--- config.mk ---
export PLATFORM = sky130hd
export DESIGN_NAME = nls_step
export DESIGN_NICKNAME = d
export VERILOG_FILES = /design/src/sv/assert_macros.svh /design/src/sv/nls_pkg.sv /design/src/sv/nls_step.sv
export SDC_FILE = /design/constraint.sdc
export NUM_CORES = 1
export LEC_CHECK = 0
export ABC_AREA = 1
export ABC_CLOCK_PERIOD_IN_PS = 3400
export BUFFER_PORTS_ARGS = -buffer_cell sky130_fd_sc_hd__buf_2
export CAP_MARGIN = 20
export CORE_MARGIN = 5
export CORE_UTILIZATION = 35
export DETAILED_ROUTE_END_ITERATION = 10
export GPL_TIMING_DRIVEN = 0
export PLACE_DENSITY_LB_ADDON = 0.12
export SLEW_MARGIN = 20
export SYNTH_ARGS = -nofsm -noshare
export SYNTH_HDL_FRONTEND = slang
export SYNTH_SLANG_ARGS = --single-unit
--- constraint.sdc ---
create_clock -name vclk -period 3.4
set_input_delay 0.85 -clock vclk [all_inputs]
set_output_delay 0.85 -clock vclk [all_outputs]
set_load 0.02 [all_outputs]
--- src/sv/assert_macros.svh ---
// Assertion macros used by the sequencer top level
`ifndef ASSERT_MACROS_SVH
`define ASSERT_MACROS_SVH

// Check a property on every rising clock edge outside reset
`define ASSERT_PROP(name, prop, msg) \
    name: assert property (@(posedge clk) disable iff (!rst_n) prop) \
        else $error(msg);

// Check that a condition never holds on a rising clock edge outside reset
`define ASSERT_NEVER(name, expr, msg) \
    name: assert property (@(posedge clk) disable iff (!rst_n) !(expr)) \
        else $error(msg);

`endif

--- src/sv/nls_pkg.sv ---
// Types and codes shared by the nested loop sequencer
`timescale 1ns / 1ps

package nls_pkg;

    localparam int PC_W   = 11;
    localparam int VAL_W  = 16;
    localparam int KIND_W = 3;
    localparam int CNT_W  = 32;
    localparam int LEN_W  = 11;
    localparam int DATA_W = 32;
    localparam int ADDR_W_CFG = 3;

    // Register index, taken from paddr bit 2
    localparam logic REG_PROGRAM_LENGTH = 1'b0;

    typedef enum logic [KIND_W-1:0] {
        KIND_DOOP  = 3'd0,
        KIND_BLOCK = 3'd1,
        KIND_LOOP  = 3'd2,
        KIND_END   = 3'd3,
        KIND_HALT  = 3'd4
    } kind_t;

    typedef enum logic [2:0] {
        EV_LOADED  = 3'd0,
        EV_LOOPCTL = 3'd1,
        EV_DOOP    = 3'd2,
        EV_BLOCK   = 3'd3,
        EV_HALT    = 3'd4,
        EV_STOPPED = 3'd5
    } event_t;

    typedef enum logic [1:0] {
        FAULT_NONE      = 2'd0,
        FAULT_OVERFLOW  = 2'd1,
        FAULT_UNMATCHED = 2'd2
    } fault_t;

    typedef enum logic [1:0] {
        RUN_OK        = 2'd0,
        RUN_HALTED    = 2'd1,
        RUN_OVERFLOW  = 2'd2,
        RUN_UNMATCHED = 2'd3
    } run_t;

    typedef struct packed {
        kind_t             kind;
        logic [VAL_W-1:0]  value;
    } instr_t;

    typedef struct packed {
        logic [PC_W-1:0]   start;
        logic [VAL_W-1:0]  left;
    } frame_t;

    typedef struct packed {
        logic [CNT_W-1:0]  clock;
        logic [CNT_W-1:0]  doop_cnt;
        logic [CNT_W-1:0]  doop_sum;
        logic [CNT_W-1:0]  block_cnt;
        logic [CNT_W-1:0]  block_sum;
    } tally_t;

    typedef struct packed {
        event_t            ev;
        run_t              run;
        logic [PC_W-1:0]   pc;
        tally_t            tally;
        logic              frame_we;
        logic              frame_push;
        frame_t            frame_wdata;
        logic              fp_inc;
        logic              fp_dec;
    } step_out_t;

endpackage

--- src/sv/nls_step.sv ---
// Combinational execution of one sequencer word against the current state
`timescale 1ns / 1ps

module nls_step #(
    parameter int STACK_DEPTH = 64
) (
    input  logic                                   mode,
    input  nls_pkg::run_t                          run,
    input  logic [nls_pkg::PC_W-1:0]               pc,
    input  logic [nls_pkg::PC_W-1:0]               act_len,
    input  logic [$clog2(STACK_DEPTH+1)-1:0]       fp,
    input  nls_pkg::instr_t                        instr,
    input  nls_pkg::frame_t                        top,
    input  nls_pkg::tally_t                        tally,
    output nls_pkg::step_out_t                     so
);
    import nls_pkg::*;

    localparam int FP_W = $clog2(STACK_DEPTH+1);

    logic [PC_W-1:0]  pc_inc;
    logic [CNT_W-1:0] val_ext;

    assign pc_inc  = pc + PC_W'(1);
    assign val_ext = CNT_W'(instr.value);

    // Decode the instruction and work out the next state
    always_comb
    begin
        so             = '0;
        so.ev          = EV_LOADED;
        so.run         = run;
        so.pc          = pc;
        so.tally       = tally;
        so.frame_wdata = '{start: pc_inc, left: instr.value};
        if (mode)
        begin
            if (run != RUN_OK || pc >= act_len)
            begin
                so.ev = EV_STOPPED;
            end
            else
            begin
                unique case (instr.kind)
                    KIND_DOOP:
                    begin
                        so.tally.clock    = tally.clock + val_ext;
                        so.tally.doop_cnt = tally.doop_cnt + CNT_W'(1);
                        so.tally.doop_sum = tally.doop_sum + val_ext;
                        so.pc             = pc_inc;
                        so.ev             = EV_DOOP;
                    end
                    KIND_BLOCK:
                    begin
                        so.tally.clock     = tally.clock + val_ext;
                        so.tally.block_cnt = tally.block_cnt + CNT_W'(1);
                        so.tally.block_sum = tally.block_sum + val_ext;
                        so.pc              = pc_inc;
                        so.ev              = EV_BLOCK;
                    end
                    KIND_LOOP:
                    begin
                        if (fp == FP_W'(STACK_DEPTH))
                        begin
                            so.run = RUN_OVERFLOW;
                            so.ev  = EV_STOPPED;
                        end
                        else
                        begin
                            so.frame_we   = 1'b1;
                            so.frame_push = 1'b1;
                            so.fp_inc     = 1'b1;
                            so.pc         = pc_inc;
                            so.ev         = EV_LOOPCTL;
                        end
                    end
                    KIND_END:
                    begin
                        if (fp == '0)
                        begin
                            so.run = RUN_UNMATCHED;
                            so.ev  = EV_STOPPED;
                        end
                        else if (top.left > VAL_W'(1))
                        begin
                            // Jump back and count down the top frame
                            so.frame_we    = 1'b1;
                            so.frame_wdata = '{start: top.start,
                                               left: top.left - VAL_W'(1)};
                            so.pc          = top.start;
                            so.ev          = EV_LOOPCTL;
                        end
                        else
                        begin
                            // Drop the finished frame and fall through
                            so.fp_dec = 1'b1;
                            so.pc     = pc_inc;
                            so.ev     = EV_LOOPCTL;
                        end
                    end
                    default:
                    begin
                        // Halt, and the undefined kinds behave the same
                        so.pc  = act_len;
                        so.run = RUN_HALTED;
                        so.ev  = EV_HALT;
                    end
                endcase
            end
        end
    end

endmodule
* Word level (Yosys, flattened, before mapping)
Cells that the tools add are included.
W data, S select, Z words.
** Word-level totals
- Bits in registers :: 0
- Input port bits :: 238
- Output and inout bits :: 207
- Word-level logic and storage cells :: 47
** Cells by class
- Add/sub/neg operators :: 7
- Magnitude comparators :: 2
- Equal/unequal tests :: 4
- Muxes and demuxes :: 29
- Reductions and logical operators :: 5
** Operator list (number)
- $mux W207 :: 1
- $mux W204 :: 1
- $mux W64 :: 2
- $add A32 B16 Y32 :: 3
- $mux W27 :: 3
- $add A32 B1 Y32 const B :: 2
- $mux W11 :: 3
- $pmux W11 S3 :: 1
- $mux W32 :: 1
- $gt A16 B1 Y1 const B :: 1
- $sub A16 B1 Y16 const B :: 1
- $pmux W3 S4 :: 1
- $add A11 B1 Y11 const B :: 1
- $ge A11 B11 Y1 :: 1
- $mux W3 :: 3
- $mux W1 :: 8
- $eq A7 B7 Y1 const B :: 1
- $logic_not A7 Y1 :: 1
- $eq A3 B2 Y1 const B :: 2
- $mux W2 :: 3
- $pmux W2 S3 :: 1
- $eq A3 B1 Y1 const B :: 1
- $logic_not A3 Y1 :: 1
- $pmux W1 S2 :: 1
- 3 further kinds :: 3

* Longest topological paths before layout
Gate-level depths: netlist (run 1).
- Depth after elaboration :: 6
- Depth in mapped cells :: 16

* Worst setup path after synthesis (run 1)
Ideal clock, no wire load.
- Path type :: in2out
- From :: input port act_len[6] (netlist name)
- To :: output port so[29] (netlist name)
- Data arrival time :: 2.704 ns
- Setup slack :: -0.154 ns
- Cell stages on the path :: 14
- Path through :: inv_1 -> ha_1 -> nand2_1 -> inv_1 -> nand2_1 -> nand2_1 -> nand2_1 -> nand2_1 -> nor2_2 -> nand4_4 -> buf_4 -> buf_2 -> nor2_1 -> buf_4
** RTL lines
- from (decl) :: RTL line nls_step.sv:10 : input logic [nls_pkg::PC_W-1:0] act_len,
- to (decl) :: RTL line nls_step.sv:15 : output nls_pkg::step_out_t so

==> PnR_summary.wiki, run 1 <==
{| class="wikitable"
! Metric !! Value
|-
| Result of the run || complete, but fails checks
|-
| Failing checks || setup timing
|-
| GR Util met3 || between 4 and 5%
|-
| Net count of the mapped netlist || about 2200
|-
| Number of antenna violations at the first check in global routing || 10
|-
| Tightest slew margin relative to the limit || 45.0%
|-
| Via count || ~15000
|-
| DP Wirelength || between 30000 and 40000 um
|-
| Starting density of the core || a little over a third
|-
| Share of synthesized area occupied by flip-flops and latches || 0%
|-
| Syn Area/Cell || slightly below 5 um2
|-
| Post-layout minimum cycle time || 3710 ps
|-
| Type of the tightest min-delay check || input pin to primary output
|-
| Pins Over Slew Limit || 0
|-
| Commonest cells after routing, fill and taps aside || sky130_fd_sc_hd__nand2_1, sky130_fd_sc_hd__buf_2, sky130_fd_sc_hd__inv_1
|-
| Max_cap viols || 0
|-
| First-pass GRT wire length || approximately 76000 um
|-
| Remaining design rule violation count || 0
|-
| Met1 global-route usage || around two fifths
|-
| Standard cell core area || approximately 26000 um2
|-
| Seq Cell Count || 0
|-
| Final Non-Filler Cells || around 2700
|-
| Critical path start-end classification || input pin to primary output
|-
| First DRT Iteration DRCs || roughly 1100
|-
| DP Cell Count || about 2600
|-
| Data arrival time of the critical path || ~2900 ps
|-
| Worst Setup End Kind || primary output
|-
| Hold-fix buffer count after cts || 0
|-
| Relative area change from synthesis to final layout || 83.0%
|-
| Cells after Synth || around 1900
|-
| I/O Pins || roughly 450
|-
| Final hold violation count || 0
|-
| Final clock period utilization by the worst path || 109%
|-
| Sequential Area || 0 um2
|-
| Core Util, Final || between 60% and 70%
|-
| Leakage power total || roughly 8.5 nW
|-
| Final setup violating endpoints || between 200 and 250
|-
| Routed vias/inst || roughly 5.4
|-
| Worst Max-Slew Pin Slew || between 800 and 900 ps
|-
| Dominant cells by area after synthesis || sky130_fd_sc_hd__nand2_1, sky130_fd_sc_hd__inv_1, sky130_fd_sc_hd__ha_1
|-
| Cell type with the largest total area after synthesis || sky130_fd_sc_hd__nand2_1
|-
| Critical path data required time || about 2600 ps
|-
| Max FO, Critical Path || 5
|-
| Final weighted congestion in routability-driven placement || 0.974
|-
| Max VDD drop || 0.0986 mV
|-
| Netlist cell types || between 40 and 50
|-
| Start point of the worst hold path || tally[133]
|-
| RSZ-0062 raised after global routing || true
|-
| Detailed Route WL || just over 50000 um
|-
| Share of the synthesized area in the top cell type || roughly 31%
|-
| ANT nets after route || 0
|-
| Total global routing track utilization || between 30% and 40%
|-
| Fraction of final layout cells sized beyond drive strength 1 || between 40% and 50%
|-
| Number of global-route vias before repair || 14100
|-
| Width of the die || 172 um
|-
| Busiest metal layer after global routing || met2
|-
| Largest net degree at the start of global routing || 11
|-
| Overflow left after global routing || 0
|-
| Number of buffers added on ports || approximately 440
|-
| Launch point of the worst path || act_len[4]
|-
| Total power per unit cell area || 134 nW/um2
|-
| Nature of the critical path startpoint || input pin
|-
| Fmax achieved || approximately 270 MHz
|-
| Number of clock buffer instances in the layout || 0
|-
| Warning count from the yosys run || 0
|-
| Die ar. || about 30000 um2
|-
| Chip height || about 170 um
|-
| Length of the first detailed-routing pass in iterations || 5
|-
| Net count of the finished layout || 2704
|-
| Met2 Track Usage GR || between 50% and 60%
|-
| Most frequent standard cell in the layout excluding fill and tap cells || sky130_fd_sc_hd__nand2_1
|-
| Post-Syn Area || roughly 9000 um2
|-
| Routed WL per cell || around 19 um
|-
| Setup tns final || -34460 ps
|-
| Rows || ~60
|-
| Least setup slack across all paths after layout || -313 ps
|}
cells by family after synthesis:
group | synth area share, %
buffers and inverters | 11.8
AOI/OAI and AO/OA | 12.1
and+or+nand+nor | 56.4
xor gates and xnor gates | 10.3
adders and majority gates | 9.37
what timing repair did:
action | 4_1_cts | 5_1_grt
hold endpoints to repair | 0 | 0
pin swaps | 107 | 63
gates resized for setup | 787 | 241
setup endpoints to repair | 207 | 207
buffers inserted | 57 | 24
cloned | 14 | 3
synth_stat cells, types with 7 or more instances:
cell	n
sky130_fd_sc_hd__a21oi_1	71
sky130_fd_sc_hd__nand3_1	110
sky130_fd_sc_hd__o21ai_0	77
sky130_fd_sc_hd__buf_2	19
sky130_fd_sc_hd__inv_1	225
sky130_fd_sc_hd__xor2_1	55
sky130_fd_sc_hd__nor2_4	7
sky130_fd_sc_hd__ha_1	64
sky130_fd_sc_hd__nand3b_1	11
sky130_fd_sc_hd__clkbuf_1	11
sky130_fd_sc_hd__nand2_1	754
sky130_fd_sc_hd__o21ai_1	32
sky130_fd_sc_hd__xnor2_1	53
sky130_fd_sc_hd__nor4_1	12
sky130_fd_sc_hd__nand4_1	58
sky130_fd_sc_hd__nor3_1	47
sky130_fd_sc_hd__nor2_1	177
path summary, 6_finish.rpt:
path                  slack [ps]  depth (start not counted)       to
worst min-delay path        2010                          4  so[164]
worst max-delay path        -310                         16  so[163]
power by group:
group          switching, W     internal, W  leakage, nW
Sequential                0               0            0
Combinational       0.00132        0.000931         8.52
Clock                     0  0.000000000315    0.0000507
stage by stage:
step           hold slack, ps  cell area [um2]  setup slack (ps)  power (W)
4_1_cts                  2010            15900              -254    0.00207
2_1_floorplan            1790             9440              -152   0.000988
6_report                 2010            16800              -313    0.00225
5_1_grt                  2020            16800              -388    0.00241
3_5_place_dp             2030            12100              -878    0.00161
3_3_place_gp             2020            12100              -885    0.00160
cell type report:
type                       count  area, um2
fill                        2430       9180
inverter                     232        915
antenna                        8       20.0
buffer                        38        448
multi-input combinational   1595      10500
tap                          335        419
timing repair buffer         532       4480
worst max-delay path, cell delays in order:
cell and delay [ps]:
sky130_fd_sc_hd__buf_8 100, sky130_fd_sc_hd__inv_6 50, sky130_fd_sc_hd__ha_4 210, sky130_fd_sc_hd__nand2_2 70, sky130_fd_sc_hd__nand2_1 60, sky130_fd_sc_hd__nand2_1 80, sky130_fd_sc_hd__nand2_2 70, sky130_fd_sc_hd__a21oi_2 170
sky130_fd_sc_hd__nand4_4 170, sky130_fd_sc_hd__nor2_4 200, sky130_fd_sc_hd__buf_6 170, sky130_fd_sc_hd__nand2_8 100, sky130_fd_sc_hd__buf_12 170, sky130_fd_sc_hd__buf_16 140, sky130_fd_sc_hd__o21ai_2 120, sky130_fd_sc_hd__buf_6 130
per-layer routing:
| layer | up-vias | share of wire, % |
|---|---|---|
| met5 | - | 0.072 |
| li1 | 7082 | - |
| met2 | 766 | 48 |
| met3 | 174 | 8.0 |
| met4 | 6 | 5.0 |
| met1 | 6832 | 39 |
No activity file was read; power rests on OpenSTA's default activity.
==> inputs of run 2 (changes only) <==
Settings changed: ABC_AREA 1 to unset, CORE_AREA set to 5 5 172 174, CORE_MARGIN 5 to unset, CORE_UTILIZATION 35 to unset, DIE_AREA set to 0 0 177 179.
==> PnR_summary.wiki, run 2 <==
{| class="wikitable"
! Metric !! Value
|-
| Result of the run || complete, but fails checks
|-
| Failing checks || setup timing
|-
| Max VDD drop || 0.102 mV
|-
| Final clock period utilization by the worst path || 116%
|-
| Leakage power total || about 7.5 nW
|-
| ANT nets after route || 0
|-
| Net count of the mapped netlist || between 1000 and 1500
|-
| RSZ-0062 raised after global routing || true
|-
| Critical path data required time || between 2000 and 3000 ps
|-
| Type of the tightest min-delay check || input pin to primary output
|-
| Fraction of final layout cells sized beyond drive strength 1 || between 60% and 70%
|-
| Final Non-Filler Cells || approximately 2000
|-
| Number of buffers added on ports || about 440
|-
| Post-layout minimum cycle time || approximately 4000 ps
|-
| First DRT Iteration DRCs || around 470
|-
| DP Cell Count || around 1900
|-
| Detailed Route WL || between 40000 and 50000 um
|-
| Max_cap viols || 0
|-
| Worst Setup End Kind || primary output
|-
| Width of the die || 177 um
|-
| Cells after Synth || between 1000 and 1500
|-
| Remaining design rule violation count || 0
|-
| Routed vias/inst || roughly 5.3
|-
| Tightest slew margin relative to the limit || 18.9%
|-
| Overflow left after global routing || 0
|-
| Area of all placed cells without fillers || between 15000 and 20000 um2
|-
| Most frequent standard cell in the layout excluding fill and tap cells || sky130_fd_sc_hd__buf_2
|-
| Starting density of the core || between 20% and 30%
|-
| Syn Area/Cell || about 6.8 um2
|-
| Final setup violating endpoints || roughly 210
|-
| Worst Max-Slew Pin Slew || roughly 1200 ps
|-
| Critical path start-end classification || input pin to primary output
|-
| Final hold violation count || 0
|-
| Length of the first detailed-routing pass in iterations || 6
|-
| Pins Over Slew Limit || 0
|-
| Number of antenna violations at the first check in global routing || 6
|-
| Final weighted congestion in routability-driven placement || approximately 0.91
|-
| Most frequent cell after synthesis || sky130_fd_sc_hd__nand2_1
|-
| I/O Pins || ~450
|-
| End point of the critical path || so[28]
|-
| Standard cell core area || between 20000 and 30000 um2
|-
| Number of inserted filler cells in the final layout || 2466
|-
| Max FO, Critical Path || 7
|-
| Share of the synthesized area in the top cell type || 11.9%
|-
| Largest net degree at the start of global routing || 12
|-
| Total power per unit cell area || ~140 nW/um2
|-
| Warning count from the yosys run || 0
|-
| Seq Cell Count || 0
|-
| Sequential Area || 0 um2
|-
| Net count of the finished layout || about 1900
|-
| Launch point of the worst path || pc[7]
|-
| Number of clock buffer instances in the layout || 0
|-
| Post-Syn Area || about 7000 um2
|-
| Total global routing track utilization || about 24%
|-
| Dominant cells by area after synthesis || sky130_fd_sc_hd__xor2_1, sky130_fd_sc_hd__ha_1, sky130_fd_sc_hd__xnor2_1
|-
| Cell type with the largest total area after synthesis || sky130_fd_sc_hd__xor2_1
|-
| Least setup slack across all paths after layout || -534 ps
|-
| Fmax achieved || 254 MHz
|-
| Number of global-route vias before repair || between 10000 and 15000
|-
| CP Cell Sequence || buf_12 -> ha_4 -> and3_4 -> nand3_4 -> o21a_4 -> buf_12 -> buf_12 -> buf_6 -> o211ai_4 -> buf_6 -> mux2_4 -> buf_6
|-
| First-pass GRT wire length || around 60000 um
|-
| DP Wirelength || between 30000 and 40000 um
|-
| Share of synthesized area occupied by flip-flops and latches || 0%
|-
| Netlist cell types || 95
|-
| Chip height || ~180 um
|-
| Largest incremental delay on the critical path || around 320 ps
|-
| Die ar. || approximately 32000 um2
|-
| Commonest cells in the netlist || sky130_fd_sc_hd__nand2_1, sky130_fd_sc_hd__xor2_1, sky130_fd_sc_hd__o21ai_0
|-
| Nature of the critical path startpoint || input pin
|-
| Rows || between 60 and 70
|-
| Via count || around 11000
|-
| Cell with the largest stage delay on the worst path || sky130_fd_sc_hd__mux2_4
|-
| Commonest cells after routing, fill and taps aside || sky130_fd_sc_hd__buf_2, sky130_fd_sc_hd__buf_6, sky130_fd_sc_hd__buf_4
|-
| Cell area reported after detailed placement || between 10000 and 15000 um2
|-
| Data arrival time of the critical path || roughly 3000 ps
|-
| Routed WL per cell || 20.8 um
|-
| Relative area change from synthesis to final layout || 134%
|}
## run 2: metrics by stage
stage          hold slack [ps]  util, %  total power, W  setup WS [ps]  TNS, ps
3_3_place_gp              1980     43.2         0.00159          -1310  -200350
2_1_floorplan             1770        -         0.00101           -292   -15270
5_1_grt                   1980     60.5         0.00240           -637  -100230
6_report                  1980     60.5         0.00226           -534   -83710
4_1_cts                   1980     53.7         0.00200           -520   -79860
3_5_place_dp              1980     43.3         0.00160          -1160  -143250
## run 2: repair_timing
action / in CTS / in global routing
buffers inserted: 84 / 46
cloned: 17 / 3
pin swaps: 137 / 176
setup endpoints to repair: 207 / 207
resized for setup: 467 / 398
hold buffers: 0 / 0
endpoints found under the hold margin: 0 / 0
## run 2: final cells by class
class                      count  area (um2)  area share [%]
inverter                      40         195            1.17
multi-input combinational    959       10400            62.1
timing repair buffer         588        5200            31.2
antenna                        4        10.0          0.0599
buffer                        37         457            2.73
tap                          378         473            2.83
## run 2: power breakdown
group	internal [W]	switching (W)	leakage, nW
Sequential	0	0	0
Combinational	0.00104	0.00122	7.47
Clock	0.000000000158	0	0.0000254
## run 2: cell families (layout without fill, tap and decap cells)
kind of cell             count (synthesis)  in the layout  share of synthesized area (%)
AO/OA/AOI/OAI                          267            268                           26.6
AND/OR/NAND/NOR                        447            447                           34.2
multiplexers                             9              9                           1.40
other                                    0              4                              0
XOR/XNOR                               168            168                           20.6
adder cells (fa/ha/maj)                 67             67                           12.1
buffers and inverters                   83            665                           5.09
## run 2: per-layer routing
layer / GRT usage [%] / part of all wire [%] / routed length, um
met4: 5.22 / 2.0 / 839
met2: 42.9 / 51 / 21300
met1: 30.6 / 40 / 16800
met3: 4.03 / 6.8 / 2820
met5: 0 / 0.050 / 21
## run 2: worst min-delay path by stage
stage               startpoint      end  cells past startpoint
floorplan            tally[86]  so[117]                      1
global placement    tally[159]  so[190]                      3
detailed placement  tally[159]  so[190]                      3
CTS                  tally[95]  so[126]                      3
global route         tally[95]  so[126]                      3
finish               tally[95]  so[126]                      3
## run 2: worst max-delay path: cells and delay by family
| family | cells | cell delay [ps] |
|---|---|---|
| AO/OA/AOI/OAI | 2 | 540 |
| adder cells (fa/ha/maj) | 1 | 260 |
| buffers and inverters | 6 | 810 |
| multiplexers | 1 | 320 |
| AND/OR/NAND/NOR | 2 | 300 |
